[src/assert_macros.svh]
// Assertion macros for the RTL files; config_text_lexer includes them.
`ifndef ASSERT_MACROS_SVH
`define ASSERT_MACROS_SVH

`ifndef NO_ASSERTIONS
// Checked on every edge outside reset.
`define ASSERT_CLK(lbl, prop, msg) \
  lbl: assert property (@(posedge clk) disable iff (rst) prop) else $error(msg);
// Checked on every edge, reset included.
`define ASSERT_ALL(lbl, prop, msg) \
  lbl: assert property (@(posedge clk) prop) else $error(msg);
`else
`define ASSERT_CLK(lbl, prop, msg)
`define ASSERT_ALL(lbl, prop, msg)
`endif

`endif

[src/ctl_pkg.sv]
package ctl_pkg;

  // Lexer mode held between text bytes.
  typedef enum logic [2:0] {
    MODE_IDLE,
    MODE_IDENT,
    MODE_NUMBER,
    MODE_STRING,
    MODE_CHAR,
    MODE_COMMENT
  } mode_t;

  // Token kind codes.
  localparam logic [3:0] KIND_IDENT  = 4'd0;
  localparam logic [3:0] KIND_NUMBER = 4'd1;
  localparam logic [3:0] KIND_EOF    = 4'd2;
  localparam logic [3:0] KIND_BAD    = 4'd3;
  localparam logic [3:0] KIND_STRING = 4'd4;
  localparam logic [3:0] KIND_CHAR   = 4'd5;
  localparam logic [3:0] KIND_LBRACE = 4'd6;
  localparam logic [3:0] KIND_RBRACE = 4'd7;
  localparam logic [3:0] KIND_EQ     = 4'd8;
  localparam logic [3:0] KIND_SEMI   = 4'd9;

  // Characters with a meaning of their own.
  localparam logic [7:0] CH_NUL    = 8'h00;
  localparam logic [7:0] CH_NL     = 8'h0a;
  localparam logic [7:0] CH_HASH   = 8'h23;
  localparam logic [7:0] CH_DQUOTE = 8'h22;
  localparam logic [7:0] CH_SQUOTE = 8'h27;
  localparam logic [7:0] CH_LBRACE = 8'h7b;
  localparam logic [7:0] CH_RBRACE = 8'h7d;
  localparam logic [7:0] CH_EQ     = 8'h3d;
  localparam logic [7:0] CH_SEMI   = 8'h3b;

  // Result queue geometry.
  localparam int FIFO_DEPTH = 4;
  localparam int FIFO_PTR_W = $clog2(FIFO_DEPTH);
  localparam int FIFO_CNT_W = FIFO_PTR_W + 1;

  // One result item.
  typedef struct packed {
    logic [3:0] kind;
    logic [7:0] tbyte;
    logic       present;
    logic       done;
    logic       last;
  } result_t;

  // Decoder outcome for one text byte.
  typedef struct packed {
    mode_t      mode_next;
    logic [1:0] count;
    result_t    r0;
    result_t    r1;
  } decode_t;

endpackage

[src/ctl_decode.sv]
module ctl_decode import ctl_pkg::*; (
  input  mode_t       mode,
  input  logic [7:0]  text_byte,
  output decode_t     dec
);

  typedef struct packed {
    mode_t   mode;
    logic    has;
    result_t res;
  } fresh_t;

  function automatic logic is_letter(input logic [7:0] b);
    return (b >= 8'h61 && b <= 8'h7a) || (b >= 8'h41 && b <= 8'h5a);
  endfunction

  function automatic logic is_digit(input logic [7:0] b);
    return b >= 8'h30 && b <= 8'h39;
  endfunction

  function automatic logic is_space(input logic [7:0] b);
    return b == 8'h20 || (b >= 8'h09 && b <= 8'h0d);
  endfunction

  function automatic result_t mk(input logic [3:0] kind, input logic [7:0] b,
                                 input logic present, input logic done);
    result_t r;
    r.kind    = kind;
    r.tbyte   = present ? b : 8'h00;
    r.present = present;
    r.done    = done;
    r.last    = 1'b0;
    return r;
  endfunction

  // Lex one byte as if the lexer were idle.
  function automatic fresh_t lex_fresh(input logic [7:0] b);
    fresh_t f;
    f.mode = MODE_IDLE;
    f.has  = 1'b1;
    f.res  = mk(KIND_BAD, b, 1'b0, 1'b1);
    if (is_letter(b)) begin
      f.mode = MODE_IDENT;
      f.res  = mk(KIND_IDENT, b, 1'b1, 1'b0);
    end else if (is_digit(b)) begin
      f.mode = MODE_NUMBER;
      f.res  = mk(KIND_NUMBER, b, 1'b1, 1'b0);
    end else if (b == CH_NUL) begin
      f.res = mk(KIND_EOF, b, 1'b0, 1'b1);
    end else if (is_space(b)) begin
      f.has = 1'b0;
    end else if (b == CH_HASH) begin
      f.has  = 1'b0;
      f.mode = MODE_COMMENT;
    end else if (b == CH_DQUOTE) begin
      f.has  = 1'b0;
      f.mode = MODE_STRING;
    end else if (b == CH_SQUOTE) begin
      f.has  = 1'b0;
      f.mode = MODE_CHAR;
    end else if (b == CH_LBRACE) begin
      f.res = mk(KIND_LBRACE, b, 1'b1, 1'b1);
    end else if (b == CH_RBRACE) begin
      f.res = mk(KIND_RBRACE, b, 1'b1, 1'b1);
    end else if (b == CH_EQ) begin
      f.res = mk(KIND_EQ, b, 1'b1, 1'b1);
    end else if (b == CH_SEMI) begin
      f.res = mk(KIND_SEMI, b, 1'b1, 1'b1);
    end
    return f;
  endfunction

  fresh_t     fresh;
  logic       is_ident;
  logic       is_str;
  logic       run_match;
  logic [3:0] run_kind;
  logic [3:0] lit_kind;
  logic [7:0] lit_quote;

  // Next mode and up to two results for the incoming byte.
  always_comb begin
    fresh     = lex_fresh(text_byte);
    is_ident  = (mode == MODE_IDENT);
    is_str    = (mode == MODE_STRING);
    run_match = is_ident ? is_letter(text_byte) : is_digit(text_byte);
    run_kind  = is_ident ? KIND_IDENT : KIND_NUMBER;
    lit_kind  = is_str ? KIND_STRING : KIND_CHAR;
    lit_quote = is_str ? CH_DQUOTE : CH_SQUOTE;

    dec.mode_next = mode;
    dec.count     = 2'd0;
    dec.r0        = '0;
    dec.r1        = '0;

    case (mode)
      MODE_IDENT, MODE_NUMBER: begin
        if (run_match) begin
          dec.r0    = mk(run_kind, text_byte, 1'b1, 1'b0);
          dec.count = 2'd1;
        end else begin
          // The run ends; the ending byte is lexed afresh.
          dec.r0        = mk(run_kind, text_byte, 1'b0, 1'b1);
          dec.r1        = fresh.res;
          dec.count     = fresh.has ? 2'd2 : 2'd1;
          dec.mode_next = fresh.mode;
        end
      end
      MODE_STRING, MODE_CHAR: begin
        if (text_byte == lit_quote) begin
          dec.r0        = mk(lit_kind, text_byte, 1'b0, 1'b1);
          dec.count     = 2'd1;
          dec.mode_next = MODE_IDLE;
        end else if (text_byte == CH_NUL) begin
          // End of text closes the literal and then reports EOF.
          dec.r0        = mk(lit_kind, text_byte, 1'b0, 1'b1);
          dec.r1        = mk(KIND_EOF, text_byte, 1'b0, 1'b1);
          dec.count     = 2'd2;
          dec.mode_next = MODE_IDLE;
        end else begin
          dec.r0    = mk(lit_kind, text_byte, 1'b1, 1'b0);
          dec.count = 2'd1;
        end
      end
      MODE_COMMENT: begin
        if (text_byte == CH_NL) begin
          dec.mode_next = MODE_IDLE;
        end else if (text_byte == CH_NUL) begin
          dec.r0        = mk(KIND_EOF, text_byte, 1'b0, 1'b1);
          dec.count     = 2'd1;
          dec.mode_next = MODE_IDLE;
        end
      end
      default: begin
        dec.r0        = fresh.res;
        dec.count     = {1'b0, fresh.has};
        dec.mode_next = fresh.mode;
      end
    endcase

    // Mark the final result of this byte.
    if (dec.count == 2'd2) begin
      dec.r1.last = 1'b1;
    end else begin
      dec.r0.last = 1'b1;
    end
  end

endmodule

[src/config_text_lexer.sv]
// Channel  | Handshake           | Payload
// ---------+---------------------+-------------------------------------------------
// input    | in_valid / in_stall | text_byte
// output   | out_valid/out_stall | token_kind, token_byte, byte_present, token_done,
//          |                     | last
//
// A text byte is decoded in the cycle it is accepted; its results enter a
// four-entry queue and the head appears on the output in the next cycle.
// One byte per cycle is accepted while in_stall is low, and results drain one per
// cycle while out_stall is low; a byte that gives two results fills two queue entries.
// in_stall is high during reset and when the queue has fewer than two free entries.
// Synchronous reset empties the queue and returns the lexer to idle.
module config_text_lexer import ctl_pkg::*; (
  input  logic       clk,
  input  logic       rst,
  input  logic       in_valid,
  output logic       in_stall,
  input  logic [7:0] text_byte,
  output logic       out_valid,
  input  logic       out_stall,
  output logic [3:0] token_kind,
  output logic [7:0] token_byte,
  output logic       byte_present,
  output logic       token_done,
  output logic       last
);

  `include "assert_macros.svh"

  mode_t                 lexer_mode;
  decode_t               dec;
  result_t               fifo [FIFO_DEPTH];
  logic [FIFO_PTR_W-1:0] wr_ptr;
  logic [FIFO_PTR_W-1:0] rd_ptr;
  logic [FIFO_CNT_W-1:0] count;
  logic [FIFO_CNT_W-1:0] count_next;
  logic [1:0]            wr_n;
  logic                  in_acc;
  logic                  out_acc;
  result_t               head;

  // Byte decode from the current mode.
  ctl_decode u_decode (
    .mode      (lexer_mode),
    .text_byte (text_byte),
    .dec       (dec)
  );

  assign in_stall  = rst || (count > FIFO_CNT_W'(FIFO_DEPTH - 2));
  assign in_acc    = in_valid && !in_stall;
  assign out_valid = (count != '0);
  assign out_acc   = out_valid && !out_stall;
  assign wr_n      = in_acc ? dec.count : 2'd0;

  // Occupancy after this cycle's writes and read.
  always_comb begin
    count_next = count + FIFO_CNT_W'(wr_n) - FIFO_CNT_W'(out_acc);
  end

  // Mode register and queue pointers.
  always_ff @(posedge clk) begin
    if (rst) begin
      lexer_mode <= MODE_IDLE;
      wr_ptr     <= '0;
      rd_ptr     <= '0;
      count      <= '0;
    end else begin
      if (in_acc) begin
        lexer_mode <= dec.mode_next;
      end
      wr_ptr <= wr_ptr + FIFO_PTR_W'(wr_n);
      rd_ptr <= rd_ptr + FIFO_PTR_W'(out_acc);
      count  <= count_next;
    end
  end

  // Result storage: the second result goes one entry past the first.
  always_ff @(posedge clk) begin
    if (wr_n != 2'd0) begin
      fifo[wr_ptr] <= dec.r0;
    end
    if (wr_n == 2'd2) begin
      fifo[wr_ptr + FIFO_PTR_W'(1)] <= dec.r1;
    end
  end

  // Head of the queue drives the output fields.
  assign head         = fifo[rd_ptr];
  assign token_kind   = head.kind;
  assign token_byte   = head.tbyte;
  assign byte_present = head.present;
  assign token_done   = head.done;
  assign last         = head.last;

  `ASSERT_CLK(a_count_bound, count <= FIFO_CNT_W'(FIFO_DEPTH), "queue overfilled")
  `ASSERT_CLK(a_second_waits, (out_valid && !last) |-> (count >= FIFO_CNT_W'(2)),
              "result of a two-result item lost")
  `ASSERT_CLK(a_no_text_eof, (out_valid && byte_present) |->
              (token_kind != KIND_EOF && token_kind != KIND_BAD), "EOF or BAD carries text")
  `ASSERT_CLK(a_reset_empty, $past(rst) |-> (count == '0 && lexer_mode == MODE_IDLE),
              "reset left state behind")

endmodule

[config.mk]
export PLATFORM = sky130hd
export DESIGN_NAME = config_text_lexer
export DESIGN_NICKNAME = d
export VERILOG_FILES = /design/src/ctl_pkg.sv /design/src/ctl_decode.sv /design/src/config_text_lexer.sv
export VERILOG_INCLUDE_DIRS = /design/src /design/src/src
export SDC_FILE = /design/constraint.sdc
export NUM_CORES = 1
export LEC_CHECK = 0
export BUFFER_PORTS_ARGS = -buffer_cell sky130_fd_sc_hd__buf_2
export CAP_MARGIN = 20
export CELL_PAD_IN_SITES_DETAIL_PLACEMENT = 1
export CELL_PAD_IN_SITES_GLOBAL_PLACEMENT = 1
export CORE_ASPECT_RATIO = 1.2
export CORE_MARGIN = 3
export CORE_UTILIZATION = 45
export DETAILED_ROUTE_END_ITERATION = 8
export HOLD_SLACK_MARGIN = 0.15
export PLACE_DENSITY_LB_ADDON = 0.1
export SETUP_SLACK_MARGIN = 0.2
export SYNTH_ARGS = -nofsm -noshare
export SYNTH_HDL_FRONTEND = slang
export SYNTH_HIERARCHICAL = 1
export SYNTH_SLANG_ARGS = --single-unit
[constraint.sdc]
create_clock -name clk -period 3.78 [get_ports clk]
set_input_delay 0.567 -clock clk [delete_from_list [all_inputs] [get_ports clk]]
set_output_delay 0.567 -clock clk [all_outputs]
set_load 0.1 [all_outputs]
==> flow_summary.toml <==
[setup_path]
crit_required_ps = 3990
ff2ff_path_depth = 9
cp.arrival_ps = 3600
cp-start-kind = "input pin"
crit_top_cell = "inv_1"
cp_max_fo = 8
path_cells = "buf_2 > or4_4 > nor4_2 > a311oi_1 > a211oi_2 > o21a_1 > and3_1 > inv_1 > ha_1 > inv_1 > ha_1 > inv_1 > fa_1 > xnor2_2 > xnor2_1 > nor2_1"
critPathTopFamily = "simple AND/OR/NAND/NOR gates"
cpMaxStageDelayCell = "or4_4"
critical_path_depth = 16
worst-path-buf-inv = 4
path_class = "in2reg"
critPathMaxStageDelay_ps = 590
timing.rr.start = "lexer_mode[0]"
r2r_slack_ps = 420
end_kind = "flop"
worstReg2RegEnd = "fifo[3][9]"

[power_and_ir_drop]
switching_share_pct = 38.82
seqPwrFrac_pct = 31.9
p_per_area_nw_per_um2 = 539.2
p_leak_nw = 1.967
p_sw_w = 0.001143
p_comb_share_pct = 37.2
p_int_w = 0.001801
power_frac_clock_pct = 30.9
ir_drop_mv = 0.4387

[global_routing]
grt_overflow = 0
grt_pass1_vias = 3698
grtUsageTotal_pct = 23.00
grt_antenna_before_repair = 0
grt_max_degree = 17
grt_pass1_wl_mm = 20.27

[logic_synthesis]
ys_async_sr_fraction_pct = 0
ys.flop_type = "edfxtp_1"
synth_edf_count = 60
syn_inst = 393
syn_avg_cell_area_um2 = 11.80
ys_seq_area_share_pct = 43.16
synth_cell_types = 65
syn_nets = 411
netlist_area_um2 = 4638
synth_seq_cells = 70
yosysWarnings = 6

[final_layout]
fin_util_pct = 55.67
layout-drive-gt1-share_pct = 40.45
area_growth_pct = 17.72
layout.nets = 458
diodes = 0

[clock_network]
cts_tree = "yes"
cts_buffers = 9
clock_latency_ps = 330
cts.reportedPaths.clkPinSlew_ps = 50
clockBufferDepth = 2
ctsHoldBuffers = 0
htree_levels = 3
root_buffer = "clkbuf_16"
cts.sinks = 70

[sta]
fin_crit_ps = 3395
max_freq_mhz = 294.6
finalMaxSlewViolations = 0
worstMarginPinSlew_ps = 866.2
period_share_pct = 89.81
setup-tns-final_ps = 0
hold_violations = 0
final.setup_skew_ps = 3.928
relSlewSlack_pct = 42.17
rsz0062_at_grt = "false"
setup_viol = 0

[detailed_routing]
drt_first_pass_iters = 4
postRouteAntennaNets = 0
drc = 0
vias = 3399
avgRoutedWirePerCell_um = 21.96
wl_met2_mm = 6.533
met3_length_um = 394
m1WireLength_mm = 5.271
viasPerCell = 5.984
wl_mm = 12.48
highest-signal-layer = "met4"
drt_iter0_drc = 167

[hold_path]
hold_path_end = "count[1]"
hp-class = "in2reg"
hold_path.startpoint = "rst"
hold_depth = 2

[floorplan]
die_area_um2 = 11570
row_count = 39
boundaryPins = 29
core_area_um2 = 9808
die_h_um = 117.2
start_util_pct = 47.29
die_width_um = 98.68

[placement]
io_buffers = 28
hpwl_mm = 8.981
finalWeightedCongestion = 0.8895

[outcome]
status = "finished clean"

[job]
drv_cap = 0
cell usage after synthesis (all sizes together), types with 4 or more instances:
| library cell | n | area (um^2) |
|---|---|---|
| nand3 | 12 | 60.06 |
| nor3 | 7 | 45.04 |
| or4 | 4 | 35.03 |
| o21ai | 17 | 88.83 |
| clkbuf | 9 | 33.78 |
| a31oi | 11 | 68.82 |
| and2 | 5 | 31.28 |
| nand2 | 20 | 75.07 |
| buf | 16 | 117.6 |
| or3 | 4 | 25.02 |
| edfxtp | 60 | 1802 |
| a21boi | 8 | 60.06 |
| nor2b | 9 | 56.30 |
| mux2 | 62 | 735.7 |
| xnor2 | 6 | 52.55 |
| mux4 | 15 | 337.8 |
| a21oi | 15 | 75.07 |
| o21a | 4 | 30.03 |
| o211ai | 5 | 37.54 |
| dfxtp | 10 | 200.2 |
| ha | 5 | 62.56 |
| inv | 15 | 56.30 |
| nor2 | 22 | 85.09 |
| nor4 | 4 | 25.02 |
cells by family after synthesis:
logic type,share of synthesized area [%]
and+or+nand+nor,13.00
AOI/OAI and AO/OA,13.22
muxes,23.15
DFF,43.16
buffers and inverters,4.478
adders and majority gates,1.780
xor gates and xnor gates,1.133
other,0.08085
routing by layer:
metal | up-vias | GRT usage, %
li1 | 1614 | -
met1 | 1697 | 28.43
met2 | 66 | 41.32
met3 | 22 | 3.438
met4 | 0 | 7.923
met5 | - | 0
power groups by stage:
| stage | Clock [W] | Combinational, W | Sequential [W] |
|---|---|---|---|
| finish | 0.000910 | 0.00109 | 0.000939 |
| detailed placement | 0 | 0.00109 | 0.000956 |
| CTS | 0.000926 | 0.00109 | 0.000941 |
| global placement | 0 | 0.00108 | 0.000952 |
| floorplan | 0 | 0.000922 | 0.000935 |
| global route | 0.000960 | 0.00116 | 0.000946 |
timing repair:
item                                    CTS  global route
gates resized for setup                   0             5
endpoints found under the setup margin    0            21
buffers inserted                          0             1
sequential cells by signal, indices dropped and copies added (netlist names):
name        count
wr_ptr          2
lexer_mode      3
rd_ptr          2
fifo           60
count           3
per-stage QoR:
stage	total power [W]	hold slack (ps)	setup WS, ps	cell area, um^2	instances
CTS	0.002959	562.6	368.6	5428	567
floorplan	0.001858	476.2	128.2	4683	393
global route	0.003064	571.9	193.9	5460	568
finish	0.002944	567.4	385.3	5460	568
detailed placement	0.002043	621.0	21.32	5102	551
global placement	0.002027	562.9	104.6	5102	551
worst max-delay path by stage:
stage / start / to / slack [ps]
floorplan: text_byte[0] / fifo[3][10] / 130
global placement: text_byte[1] / count[2] / 100
detailed placement: text_byte[1] / count[2] / 20
CTS: text_byte[1] / count[2] / 370
global route: text_byte[1] / count[2] / 190
finish: text_byte[1] / count[2] / 390
worst reg2reg max path: cells and delay by family, from the launching register on:
family	cells	cell delay, ps
AOI/OAI and AO/OA	3	730
and+or+nand+nor	4	1380
buffers and inverters	1	180
DFF	1	510
muxes	1	310
cell usage in the layout, fill, tap and decap left out, types with 3 or more instances in the layout:
cell type  instances
dfxtp_1            9
a21oi_1           15
and2_1             5
o21ai_0           14
edfxtp_1          60
a31oi_1           11
inv_1             14
nand2b_1           3
nor2_1            21
buf_2             28
ha_1               5
nor3_1             5
buf_4             29
mux2_2            52
a311oi_1           3
nand3_1           12
xnor2_1            5
nor4_1             3
nand2_1           19
o211ai_1           5
mux4_2            15
clkbuf_16          9
or3_1              4
buf_12             4
a21boi_0           8
mux2_4            10
o21ba_2            3
o21a_1             4
nor2b_1            9
layout make-up:
cell class	count	area (um^2)
Fill cell	1014	4348
Multi-Input combinational cell	283	2484
Sequential cell	70	2003
Timing Repair Buffer	61	437.9
Clock buffer	11	242.7
Tap cell	123	153.9
Clock inverter	5	82.58
Inverter	15	56.30
(Power assumes the default switching activity.)
